==> src/rtl/core/assert_macros.svh <==
// Assertion macros shared by the RTL of the gyro frame parser.
// Depends on nothing; the including module supplies clk and rst.
`ifndef ASSERT_MACROS_SVH
`define ASSERT_MACROS_SVH
`ifndef SYNTHESIS
// Same-cycle implication, sampled on clk, off during reset.
`define ASSERT_IMPLIES(lbl, ante, cons, msg) \
  lbl: assert property (@(posedge clk) disable iff (rst) (ante) |-> (cons)) \
    else $error(msg);
// Next-cycle implication, sampled on clk, off during reset.
`define ASSERT_NEXT(lbl, ante, cons, msg) \
  lbl: assert property (@(posedge clk) disable iff (rst) (ante) |=> (cons)) \
    else $error(msg);
`else
`define ASSERT_IMPLIES(lbl, ante, cons, msg)
`define ASSERT_NEXT(lbl, ante, cons, msg)
`endif
`endif

==> src/rtl/core/gfp_pkg.sv <==
// Constants, types and register map of the gyro frame parser.
// Used by the channel interfaces and the top level.
package gfp_pkg;

  localparam logic [7:0] HDR_FIRST  = 8'hAA;
  localparam logic [7:0] HDR_SECOND = 8'h00;

  localparam int FRAME_LEN = 13;
  localparam int SUM_LEN   = 11;
  localparam int IDX_W     = $clog2(FRAME_LEN);

  localparam logic [IDX_W-1:0] LAST_IDX  = IDX_W'(FRAME_LEN - 1);
  localparam logic [IDX_W-1:0] SUM_LIMIT = IDX_W'(SUM_LEN);

  localparam int BYTE_W  = 8;
  localparam int VALUE_W = 16;
  localparam int UNW_W   = 32;

  // Register map: one 16-bit register per 32-bit word.
  localparam int PADDR_W = 3;
  localparam int PDATA_W = 32;
  localparam logic REG_WRAP_THRESHOLD = 1'b0;
  localparam logic REG_TURN_SPAN      = 1'b1;

  localparam logic [VALUE_W-1:0] WRAP_THRESHOLD_RST = 16'd18000;
  localparam logic [VALUE_W-1:0] TURN_SPAN_RST      = 16'd36000;

  localparam logic signed [VALUE_W-1:0] TURN_MAX = 16'sh7FFF;
  localparam logic signed [VALUE_W-1:0] TURN_MIN = 16'sh8000;

  localparam logic [UNW_W-1:0] UNW_MAX = 32'h7FFF_FFFF;
  localparam logic [UNW_W-1:0] UNW_MIN = 32'h8000_0000;

  typedef enum logic [2:0] {
    ST_SYNC = 3'b001,
    ST_ZERO = 3'b010,
    ST_LOAD = 3'b100
  } hunt_t;

  typedef logic signed [VALUE_W-1:0] value_t;

endpackage

==> src/rtl/core/gfp_ifs.sv <==
// Valid/ready channel interfaces of the gyro frame parser:
// received bytes in, parsed frame results out. Uses gfp_pkg.
interface gfp_in_if;
  import gfp_pkg::*;
  logic              valid;
  logic              ready;
  logic [BYTE_W-1:0] rx_byte;

  modport source (output valid, output rx_byte, input ready);
  modport sink   (input valid, input rx_byte, output ready);
endinterface

interface gfp_out_if;
  import gfp_pkg::*;
  logic             valid;
  logic             ready;
  logic             checksum_ok;
  value_t           angle_raw;
  value_t           accel_x;
  value_t           accel_y;
  value_t           accel_z;
  value_t           turns;
  logic signed [UNW_W-1:0] unwrapped_angle;

  modport source (
    output valid, output checksum_ok, output angle_raw, output accel_x,
    output accel_y, output accel_z, output turns, output unwrapped_angle,
    input ready
  );
  modport sink (
    input valid, input checksum_ok, input angle_raw, input accel_x,
    input accel_y, input accel_z, input turns, input unwrapped_angle,
    output ready
  );
endinterface

==> src/rtl/core/gyro_frame_parser_angle_unwrap.sv <==
// Gyro frame parser: header hunt, checksum, value latch and angle unwrap.
// Depends on gfp_pkg, gfp_ifs.sv and assert_macros.svh.
//
//   channel  dir  handshake        payload
//   rx       in   valid/ready      rx_byte
//   res      out  valid/ready      checksum_ok, angle_raw, accel_x/y/z,
//                                  turns, unwrapped_angle
//   apb      in   psel/penable     wrap_threshold, turn_span
//
// One byte is taken per cycle while rx is not stalled. After a frame's
// last byte, the held values and turn count are updated first; then the
// turn*span multiply is saturated into the output register.
// Reset is synchronous and clears parser, held values and turn count.
// A stalled output holds the pending result stage, which then holds rx.
`include "assert_macros.svh"

module gyro_frame_parser_angle_unwrap (
  input  logic                         clk,
  input  logic                         rst,
  gfp_in_if.sink                       rx,
  gfp_out_if.source                    res,
  input  logic                         psel,
  input  logic                         penable,
  input  logic                         pwrite,
  input  logic [gfp_pkg::PADDR_W-1:0]  paddr,
  input  logic [gfp_pkg::PDATA_W-1:0]  pwdata,
  output logic [gfp_pkg::PDATA_W-1:0]  prdata,
  output logic                         pready
);
  import gfp_pkg::*;

  logic [VALUE_W-1:0] wrap_threshold;
  logic [VALUE_W-1:0] turn_span;

  hunt_t             state, state_next;
  logic [IDX_W-1:0]  payload_index, payload_index_next;
  logic [BYTE_W-1:0] running_sum, running_sum_next;
  logic [BYTE_W-1:0] payload_store [FRAME_LEN];

  value_t held_angle;
  value_t held_accel_x;
  value_t held_accel_y;
  value_t held_accel_z;
  value_t turn_count;

  logic s1_valid;
  logic s1_ok;

  logic accept;
  logic cfg_write;
  logic last_beat;
  logic frame_ok;
  logic s1_move;

  value_t                    new_angle;
  logic signed [VALUE_W:0]   angle_diff;
  logic signed [VALUE_W:0]   thr;
  logic                      wrap_down;
  logic                      wrap_up;
  logic signed [2*VALUE_W:0] product;
  logic signed [UNW_W+1:0]   unw_sum;
  logic signed [UNW_W+1:0]   unw_neg;
  logic [UNW_W-1:0]          unw_sat;

  // Configuration port
  assign pready    = 1'b1;
  assign cfg_write = psel && penable && pwrite && pready;

  always_comb begin
    case (paddr[2])
      REG_WRAP_THRESHOLD: prdata = {{(PDATA_W-VALUE_W){1'b0}}, wrap_threshold};
      REG_TURN_SPAN:      prdata = {{(PDATA_W-VALUE_W){1'b0}}, turn_span};
      default:            prdata = '0;
    endcase
  end

  always_ff @(posedge clk) begin
    if (rst) begin
      wrap_threshold <= WRAP_THRESHOLD_RST;
      turn_span      <= TURN_SPAN_RST;
    end else if (cfg_write) begin
      case (paddr[2])
        REG_WRAP_THRESHOLD: wrap_threshold <= pwdata[VALUE_W-1:0];
        REG_TURN_SPAN:      turn_span      <= pwdata[VALUE_W-1:0];
        default: ;
      endcase
    end
  end

  // Input handshake: stall only when both result stages are full and held.
  assign s1_move  = s1_valid && (!res.valid || res.ready);
  assign rx.ready = !s1_valid || !res.valid || res.ready;
  assign accept   = rx.valid && rx.ready;

  assign last_beat = (state == ST_LOAD) && (payload_index == LAST_IDX);
  assign frame_ok  = last_beat && (running_sum == rx.rx_byte);

  // Header hunt and payload collection
  always_comb begin
    state_next         = state;
    payload_index_next = payload_index;
    running_sum_next   = running_sum;
    case (state)
      ST_ZERO: begin
        state_next         = (rx.rx_byte == HDR_SECOND) ? ST_LOAD : ST_SYNC;
        payload_index_next = '0;
      end
      ST_LOAD: begin
        payload_index_next = payload_index + IDX_W'(1);
        if (payload_index < SUM_LIMIT) begin
          running_sum_next = running_sum + rx.rx_byte;
        end
        if (last_beat) begin
          state_next         = ST_SYNC;
          payload_index_next = '0;
          running_sum_next   = '0;
        end
      end
      default: begin
        state_next = (rx.rx_byte == HDR_FIRST) ? ST_ZERO : ST_SYNC;
      end
    endcase
  end

  always_ff @(posedge clk) begin
    if (rst) begin
      state         <= ST_SYNC;
      payload_index <= '0;
      running_sum   <= '0;
    end else if (accept) begin
      state         <= state_next;
      payload_index <= payload_index_next;
      running_sum   <= running_sum_next;
    end
  end

  always_ff @(posedge clk) begin
    if (accept && state == ST_LOAD) begin
      payload_store[payload_index] <= rx.rx_byte;
    end
  end

  // Wrap detection against the angle held before this frame
  assign new_angle  = {payload_store[2], payload_store[1]};
  assign angle_diff = {new_angle[VALUE_W-1], new_angle}
                    - {held_angle[VALUE_W-1], held_angle};
  assign thr        = $signed({1'b0, wrap_threshold});
  assign wrap_down  = angle_diff > thr;
  assign wrap_up    = angle_diff < -thr;

  always_ff @(posedge clk) begin
    if (rst) begin
      held_angle   <= '0;
      held_accel_x <= '0;
      held_accel_y <= '0;
      held_accel_z <= '0;
      turn_count   <= '0;
    end else if (accept && frame_ok) begin
      held_angle   <= new_angle;
      held_accel_x <= {payload_store[6], payload_store[5]};
      held_accel_y <= {payload_store[8], payload_store[7]};
      held_accel_z <= {payload_store[10], payload_store[9]};
      if (wrap_down) begin
        if (turn_count != TURN_MIN) turn_count <= turn_count - VALUE_W'(1);
      end else if (wrap_up) begin
        if (turn_count != TURN_MAX) turn_count <= turn_count + VALUE_W'(1);
      end
    end
  end

  // Pending result: the held values stay put until it moves on.
  always_ff @(posedge clk) begin
    if (rst) begin
      s1_valid <= 1'b0;
    end else begin
      if (s1_move) s1_valid <= 1'b0;
      if (accept && last_beat) s1_valid <= 1'b1;
    end
  end

  always_ff @(posedge clk) begin
    if (accept && last_beat) begin
      s1_ok <= frame_ok;
    end
  end

  // Unwrap: negate turns*span + angle, saturate to 32 bits
  assign product = (2*VALUE_W+1)'(turn_count) * (2*VALUE_W+1)'($signed({1'b0, turn_span}));
  assign unw_sum = {product[2*VALUE_W], product}
                 + {{(UNW_W+2-VALUE_W){held_angle[VALUE_W-1]}}, held_angle};
  assign unw_neg = -unw_sum;
  always_comb begin
    if (unw_neg[UNW_W+1:UNW_W-1] == 3'b000 || unw_neg[UNW_W+1:UNW_W-1] == 3'b111) begin
      unw_sat = unw_neg[UNW_W-1:0];
    end else if (unw_neg[UNW_W+1]) begin
      unw_sat = UNW_MIN;
    end else begin
      unw_sat = UNW_MAX;
    end
  end

  always_ff @(posedge clk) begin
    if (rst) begin
      res.valid <= 1'b0;
    end else if (s1_move) begin
      res.valid <= 1'b1;
    end else if (res.ready) begin
      res.valid <= 1'b0;
    end
  end

  always_ff @(posedge clk) begin
    if (s1_move) begin
      res.checksum_ok     <= s1_ok;
      res.angle_raw       <= held_angle;
      res.accel_x         <= held_accel_x;
      res.accel_y         <= held_accel_y;
      res.accel_z         <= held_accel_z;
      res.turns           <= turn_count;
      res.unwrapped_angle <= unw_sat;
    end
  end

  `ASSERT_IMPLIES(a_pend_in_sync, s1_valid, state == ST_SYNC,
    "pending result while parser is not hunting")
  `ASSERT_IMPLIES(a_stall_cause, !rx.ready, s1_valid && res.valid && !res.ready,
    "rx stalled without a full, held result path")
  `ASSERT_IMPLIES(a_idle_counters, state != ST_LOAD,
    payload_index == '0 && running_sum == '0,
    "payload counters not cleared outside payload")
  `ASSERT_NEXT(a_turn_hold, !(accept && frame_ok), $stable(turn_count),
    "turn count moved without a good frame")
  `ASSERT_IMPLIES(a_index_range, 1'b1, payload_index <= LAST_IDX,
    "payload index past frame end")

endmodule

==> src/flat_wrapper.sv <==
// flat-port wrapper written by rule: the top's interface ports become plain ports
module gyro_frame_parser_angle_unwrap_flat import gfp_pkg::*;
  (clk, rst, psel, penable, pwrite, paddr, pwdata, prdata, pready, rx_valid, rx_rx_byte, rx_ready, res_valid, res_checksum_ok, res_angle_raw, res_accel_x, res_accel_y, res_accel_z, res_turns, res_unwrapped_angle, res_ready);
  gfp_in_if rx_i ();
  gfp_out_if res_i ();
  input  logic clk;
  input  logic rst;
  input  logic psel;
  input  logic penable;
  input  logic pwrite;
  input  logic [gfp_pkg::PADDR_W-1:0] paddr;
  input  logic [gfp_pkg::PDATA_W-1:0] pwdata;
  output logic [gfp_pkg::PDATA_W-1:0] prdata;
  output logic pready;
  input wire logic [$bits(rx_i.valid)-1:0] rx_valid;
  input wire logic [$bits(rx_i.rx_byte)-1:0] rx_rx_byte;
  output wire logic [$bits(rx_i.ready)-1:0] rx_ready;
  output wire logic [$bits(res_i.valid)-1:0] res_valid;
  output wire logic [$bits(res_i.checksum_ok)-1:0] res_checksum_ok;
  output wire logic [$bits(res_i.angle_raw)-1:0] res_angle_raw;
  output wire logic [$bits(res_i.accel_x)-1:0] res_accel_x;
  output wire logic [$bits(res_i.accel_y)-1:0] res_accel_y;
  output wire logic [$bits(res_i.accel_z)-1:0] res_accel_z;
  output wire logic [$bits(res_i.turns)-1:0] res_turns;
  output wire logic [$bits(res_i.unwrapped_angle)-1:0] res_unwrapped_angle;
  input wire logic [$bits(res_i.ready)-1:0] res_ready;
  assign rx_i.valid = rx_valid;
  assign rx_i.rx_byte = rx_rx_byte;
  assign rx_ready = rx_i.ready;
  assign res_valid = res_i.valid;
  assign res_checksum_ok = res_i.checksum_ok;
  assign res_angle_raw = res_i.angle_raw;
  assign res_accel_x = res_i.accel_x;
  assign res_accel_y = res_i.accel_y;
  assign res_accel_z = res_i.accel_z;
  assign res_turns = res_i.turns;
  assign res_unwrapped_angle = res_i.unwrapped_angle;
  assign res_i.ready = res_ready;
  gyro_frame_parser_angle_unwrap u_core (.clk(clk), .rst(rst), .rx(rx_i), .res(res_i), .psel(psel), .penable(penable), .pwrite(pwrite), .paddr(paddr), .pwdata(pwdata), .prdata(prdata), .pready(pready));
endmodule
==> config.mk <==
export PLATFORM = sky130hd
export DESIGN_NAME = gyro_frame_parser_angle_unwrap_flat
export DESIGN_NICKNAME = d
export VERILOG_FILES = /design/src/rtl/core/gfp_pkg.sv /design/src/rtl/core/gfp_ifs.sv /design/src/rtl/core/gyro_frame_parser_angle_unwrap.sv /design/src/flat_wrapper.sv
export VERILOG_INCLUDE_DIRS = /design/src /design/src/rtl/core
export SDC_FILE = /design/constraint.sdc
export NUM_CORES = 1
export LEC_CHECK = 0
export CORE_ASPECT_RATIO = 1.1
export CORE_MARGIN = 2
export CORE_UTILIZATION = 66
export DETAILED_ROUTE_END_ITERATION = 6
export DONT_BUFFER_PORTS = 1
export PLACE_DENSITY_LB_ADDON = 0.1
export RECOVER_POWER = 25
export SYNTH_ARGS = -nofsm -noshare
export SYNTH_HDL_FRONTEND = slang
export SYNTH_SLANG_ARGS = --single-unit
==> constraint.sdc <==
create_clock -name clk -period 10.15 [get_ports clk]
set_input_delay 2.03 -clock clk [delete_from_list [all_inputs] [get_ports clk]]
set_output_delay 2.03 -clock clk [all_outputs]
set_load 0.05 [all_outputs]
## Word level (Yosys, flattened, before mapping)

Memory sizes are Yosys's and may differ from the RTL's. A register that Yosys moved wholly into a read port is not among the register bits.
Index checks and enable logic that the tools add are counted.

- Add/sub/neg operators: 8
- Multiply operators: 1
- Magnitude comparators: 3
- Eq/ne operators: 10
- Mux-type cells: 21
- Bitwise logic cells: 1
- Reduce and logical (&&, ||, !) cells: 29

Operators by type and width:

| cell | count |
|---|---|
| 2-to-1 mux 16 bit | 4 |
| 2-to-1 mux 32 bit | 2 |
| case mux 32 bit (2 select lines) | 1 |
| adder 33 x 16 -> 34 bit | 1 |
| negator 34 bit | 1 |
| multiplier 16 x 17 -> 33 bit | 1 |
| != test 16 bit (second input constant) | 2 |
| greater-than comparator 17 bit | 1 |
| < comparator 17 bit | 1 |
| negator 16 -> 17 bit | 1 |
| subtractor 16 x 16 -> 17 bit | 1 |
| adder 16 x 2 -> 16 bit (second input constant) | 1 |
| 2-to-1 mux 8 bit | 2 |
| subtractor 16 x 2 -> 16 bit (second input constant) | 1 |
| nonzero test 2 bit | 6 |
| logical AND 1 bit | 9 |
| adder 8 bit | 1 |
| equality test 8 bit | 1 |
| equality test 8 bit (second input constant) | 1 |
| logical NOT 8 bit | 1 |
| case mux 4 bit (2 select lines) | 1 |
| AND reduction 2 bit | 4 |
| equality test 3 bit (second input constant) | 2 |
| 2-to-1 mux 1 bit | 6 |
| other kinds (16) | 21 |

- Flip-flop bits (word level): 195
- RAM bits: 104
- Input bits: 50
- Output and inout port bits: 148
- Word-level logic and storage cells: 91
- Memories kept: 1

Memories:

| name | words | width | rd ports | clocked after memory_dff | write ports | RTL line | RTL |
|---|---|---|---|---|---|---|---|
| u_core.payload_store | 13 | 8 | 8 | 6 | 1 | gyro_frame_parser_angle_unwrap.sv:38 | `logic [BYTE_W-1:0] payload_store [FRAME_LEN];` |

## Logic depth before layout (Yosys ltp)

- Depth in word-level cells: 7
- Gate-level depth with buffers: 31
- Mapped depth without buffers: 31

## Worst setup path after synthesis

Ideal clock, no wire load.

- Kind: in2reg
- Start point: input res_ready
- End point: register u_core.res.accel_x[0], enable pin
- Setup time: 0.600 ns
- Data arrival time: 7.102 ns
- Required time: 9.550 ns
- Slack: 2.448 ns
- Stages: 2
- Buffers on the path: 0
- Cells stage by stage: nor2b_1 > nor2b_1

- Word-level cells in the longest chain between the ends: 2

Ends and longest elaborated chain:

| item | RTL line | RTL |
|---|---|---|
| start, declared | flat_wrapper.sv:26 | `input wire logic [$bits(res_i.ready)-1:0] res_ready;` |
| logical OR 1 bit | gyro_frame_parser_angle_unwrap.sv:91 | `assign s1_move = s1_valid && (!res.valid \|\| res.ready);` |
| logical AND 1 bit | gyro_frame_parser_angle_unwrap.sv:91 |  |
| named net u_core.s1_move | gyro_frame_parser_angle_unwrap.sv:53 | `logic s1_move;` |
| end signal, assigned | gyro_frame_parser_angle_unwrap.sv:216 | `res.accel_x <= held_accel_x;` |
| end, declared | gfp_ifs.sv:26 | `output valid, output checksum_ok, output angle_raw, output accel_x,` |

The timed path passes the listed nets, and every way through them passes these cells.
A chain may end at the register's enable or synchronous reset.

## Final worst setup path

- Start point: register u_core.turn_span[10]
- End point: register u_core.res.unwrapped_angle[10] (data pin)

- Word-level cells in the longest chain between the ends: 6
- Elaborated cells on any way between the ends: 8
- Classes of those cells: add/sub (2); mul (1); eq/ne (1); mux (2); reduce/logical (2)

Ends and longest elaborated chain:

| item | RTL line | RTL |
|---|---|---|
| start, declared | gyro_frame_parser_angle_unwrap.sv:33 | `logic [VALUE_W-1:0] turn_span;` |
| start signal, assigned | gyro_frame_parser_angle_unwrap.sv:84 | `REG_TURN_SPAN: turn_span <= pwdata[VALUE_W-1:0];` |
| multiplier 16 x 17 -> 33 bit (*) | gyro_frame_parser_angle_unwrap.sv:188 | `assign product = (2*VALUE_W+1)'(turn_count) * (2*VALUE_W+1)'($signed({1'b0, turn_span}));` |
| adder 33 x 16 -> 34 bit (*) | gyro_frame_parser_angle_unwrap.sv:190 | `+ {{(UNW_W+2-VALUE_W){held_angle[VALUE_W-1]}}, held_angle};` |
| negator 34 bit (*) | gyro_frame_parser_angle_unwrap.sv:191 | `assign unw_neg = -unw_sum;` |
| equality test 3 bit / logical NOT 3 bit (equally long branches) | gyro_frame_parser_angle_unwrap.sv:193 | `if (unw_neg[UNW_W+1:UNW_W-1] == 3'b000 \|\| unw_neg[UNW_W+1:UNW_W-1] == 3'b111) begin` |
| logical OR 1 bit | gyro_frame_parser_angle_unwrap.sv:193 |  |
| 2-to-1 mux 32 bit (*) | gyro_frame_parser_angle_unwrap.sv:193 |  |
| named net u_core.unw_sat[10] | gyro_frame_parser_angle_unwrap.sv:63 | `logic [UNW_W-1:0] unw_sat;` |
| end signal, assigned | gyro_frame_parser_angle_unwrap.sv:220 | `res.unwrapped_angle <= unw_sat;` |
| end, declared | gfp_ifs.sv:27 | `output accel_y, output accel_z, output turns, output unwrapped_angle,` |

Mark *: on every way through the listed nets, which the timed path passes. The rest lies on a longest branch.

==> results.sh <==
export IMPL_outcome="finished clean"
export IMPL_tns_ns=0
export IMPL_rsz0062_at_grt="no"
export IMPL_cts_tree="built"
export IMPL_netlist_area_leader_share_pct=22.8
export IMPL_root_buffer="clkbuf_16"
export IMPL_top_regs="u_core.payload_store (64), u_core.res.unwrapped_angle (32)"
export IMPL_gp_congestion=0.897
export IMPL_crit_chain="nand2_1, fa_1, inv_1, fa_1, fa_1, inv_1, fa_1, fa_1, inv_1, fa_1, inv_1, ha_1, a21o_1, a21o_1, a21oi_1, o31ai_2, a31o_1, a221o_1, a21oi_1, xor2_1, o21ai_2, buf_4, a31o_1"
export IMPL_cts_max_path_buffers=3
export IMPL_grtUsageTotal_pct=29.0
export IMPL_diodes=0
export IMPL_clkPwrFrac_pct=45.5
export IMPL_async_flop_share_pct=0
export IMPL_die_h_um=202
export IMPL_power_net_switching_uw=544
export IMPL_pwr_share_comb_pct=2.6
export IMPL_max_stage_delay_ns=0.83
export IMPL_dr_total_vias=16100
export IMPL_worstPathArrival_ns=7.86
export IMPL_synth_area_leaders="edfxtp_1, fa_1, ha_1"
export IMPL_synth_edff_count=178
export IMPL_pin_count=198
export IMPL_synth_most_common_cell="nand2_1"
export IMPL_path_common_cell="fa_1"
export IMPL_synthTopCellsByCount="nand2_1, inv_1, fa_1, ha_1, edfxtp_1"
export IMPL_ctsHoldBuffers=0
export IMPL_post_cts_buffers=0
export IMPL_slew_violations=0
export IMPL_first_global_vias=16900
export IMPL_fmax_mhz=133
export IMPL_die_w_um=184
export IMPL_fin_util_pct=70.2
export IMPL_vdd_drop_max_mv=0.169
export IMPL_core_sq_um=35100
export IMPL_p_leak_nw=10.3
export IMPL_firstDrtPassIters=7
export IMPL_critPathKind="flip-flop to flip-flop"
export IMPL_seq_area_frac_synth_pct=33.8
export IMPL_critPathLaunchType="flip-flop"
export IMPL_p_int_mw=2.00
export IMPL_grt_first_pass_wirelength_mm=85.2
export IMPL_port_buffers=0
export IMPL_largest_reg_flops=64
export IMPL_min_path_type="flip-flop to flip-flop"
export IMPL_cp_max_fo=31
export IMPL_finalCritPeriodShare_pct=74.2
export IMPL_synth_area_sq_um=23400
export IMPL_fill_cells=2675
export IMPL_crit_required_ns=10.48
export IMPL_vias_per_cell=5.71
export IMPL_critPathTopFamily="adder cells"
export IMPL_cts_buffers=31
export IMPL_cts_resized=0
export IMPL_grt_ovfl_total=0
export IMPL_regMostFlops="u_core.payload_store"
export IMPL_drtIter0Drc=904
export IMPL_clock_latency_ns=0.58
export IMPL_worst_slew_pin_transition_ns=1.20
export IMPL_switching_share_pct=21.4
export IMPL_worst_clock_skew_ns=0.0165
export IMPL_setup_violations=0
export IMPL_rows=72
export IMPL_wl_per_cell_um=18.3
export IMPL_routed_wl_mm=51.7
export IMPL_grt_start_max_net_pins=131
export IMPL_end_kind="flip-flop"
export IMPL_synth_cell_type_count=68
export IMPL_syn_area_per_cell_sq_um=9.74
export IMPL_clkSinkCount=307
export IMPL_timing_slew_headroom_pct=19.1
export IMPL_cap_violations=0
export IMPL_powerDensity_nw_per_um2=103
export IMPL_initial_utilization_pct=66.7
export IMPL_h_tree_depth=1
export IMPL_dieArea_sq_um=37100
export IMPL_clk_pin_slew_ns=0.07
export IMPL_yosysWarnings=0
export IMPL_final_hold_violation_count=0
export IMPL_area_growth_syn_to_layout_pct=5.20
export IMPL_netlist_top_cell_by_area="edfxtp_1"
export IMPL_antenna_found_initial=0
export IMPL_remaining_drc_errors=0
export IMPL_fin_nets=2846
export IMPL_pwr_share_seq_pct=51.9
export IMPL_ant_nets=0
export IMPL_drive_gt1_share_pct=3.08
export IMPL_synth_ff_type="edfxtp_1"
export IMPL_cp_num_buf_inv=5
export IMPL_hpwl_mm=39.3
export IMPL_cp_slowest_cell="dfxtp_1"
export IMPL_period_minus_slack_ns=7.53
export IMPL_netlist_instances=2408
export IMPL_ys_seq_elements=307
## final timing paths
| path | from | endpoint | slack (ns) | cells past startpoint |
|---|---|---|---|---|
| worst max register to register | u_core.turn_span[10] | u_core.res.unwrapped_angle[10] | 2.62 | 23 |
| worst max-delay path | u_core.turn_span[10] | u_core.res.unwrapped_angle[10] | 2.62 | 23 |
| worst min register to register | u_core.held_accel_x[5] | u_core.res.accel_x[5] | 0.43 | 0 |
| worst min-delay path | u_core.held_accel_x[5] | u_core.res.accel_x[5] | 0.43 | 0 |
## cells by family (layout without fill, tap and decap cells)
group / count (synthesis) / in the layout / share of synthesized area (%)
mux: 4 / 4 / 0.171
compound gates: 369 / 369 / 9.72
simple gates: 711 / 711 / 13.9
xor+xnor: 72 / 72 / 2.69
fa+ha+maj: 447 / 447 / 31.4
flops: 307 / 307 / 33.8
other cells: 2 / 17 / 0.0320
buf+inv: 496 / 445 / 8.24
## power groups by stage
stage | registers (mW) | clock network [mW] | logic (mW)
finish | 1.32 | 1.16 | 0.0654
global placement | 1.35 | 0 | 0.0635
floorplan | 1.34 | 0 | 0.0736
detailed placement | 1.35 | 0 | 0.0650
global route | 1.32 | 1.22 | 0.0709
CTS | 1.32 | 1.18 | 0.0653
## worst register-to-register path: cells and delay by family, from the launching register on
family                     cells  cell delay [ns]
xor gates and xnor gates       1             0.29
and+or+nand+nor                1             0.18
adders and majority gates      7             3.53
DFF                            1             0.83
AOI/OAI and AO/OA              9             1.99
buffers and inverters          5             0.46
## per-layer routing
layer	track usage (%)	part of all wire (%)	wire, um
met2	50.3	49	25500
met1	35.9	41	20900
met3	6.37	6.8	3490
met5	0	0	0
met4	9.57	3.3	1700
## final cells by class
type	count	area [sq um]	area share, %
well taps	444	556	2.25
flip-flops and latches	307	7930	32.1
clock buffers	43	872	3.54
inverters	374	1400	5.69
multi-input cells	1620	13700	55.4
repair buffers	15	90.1	0.365
clock inverters	13	151	0.614
## through the flow
stage / worst slack [ns] / cell area (sq um) / power, mW / instances / hold slack (ns)
2_1_floorplan: 2.45 / 23500 / 1.41 / 2423 / 0.400
3_3_place_gp: 2.73 / 23700 / 1.41 / 2760 / 0.412
3_5_place_dp: 2.65 / 23700 / 1.41 / 2760 / 0.417
4_1_cts: 2.61 / 24700 / 2.56 / 2816 / 0.428
5_1_grt: 2.04 / 24700 / 2.61 / 2816 / 0.438
6_report: 2.62 / 24700 / 2.55 / 2816 / 0.426
## placed cells by master (no fill, tap or decap), types with 44 or more instances in the layout
cell type	instances
a21oi_1	163
edfxtp_1	178
dfxtp_1	129
o21ai_0	45
nor2_1	76
and2_1	97
a21o_1	44
fa_1	237
xnor2_1	51
ha_1	210
nand2_1	394
inv_1	374
(Power assumes the default switching activity.)
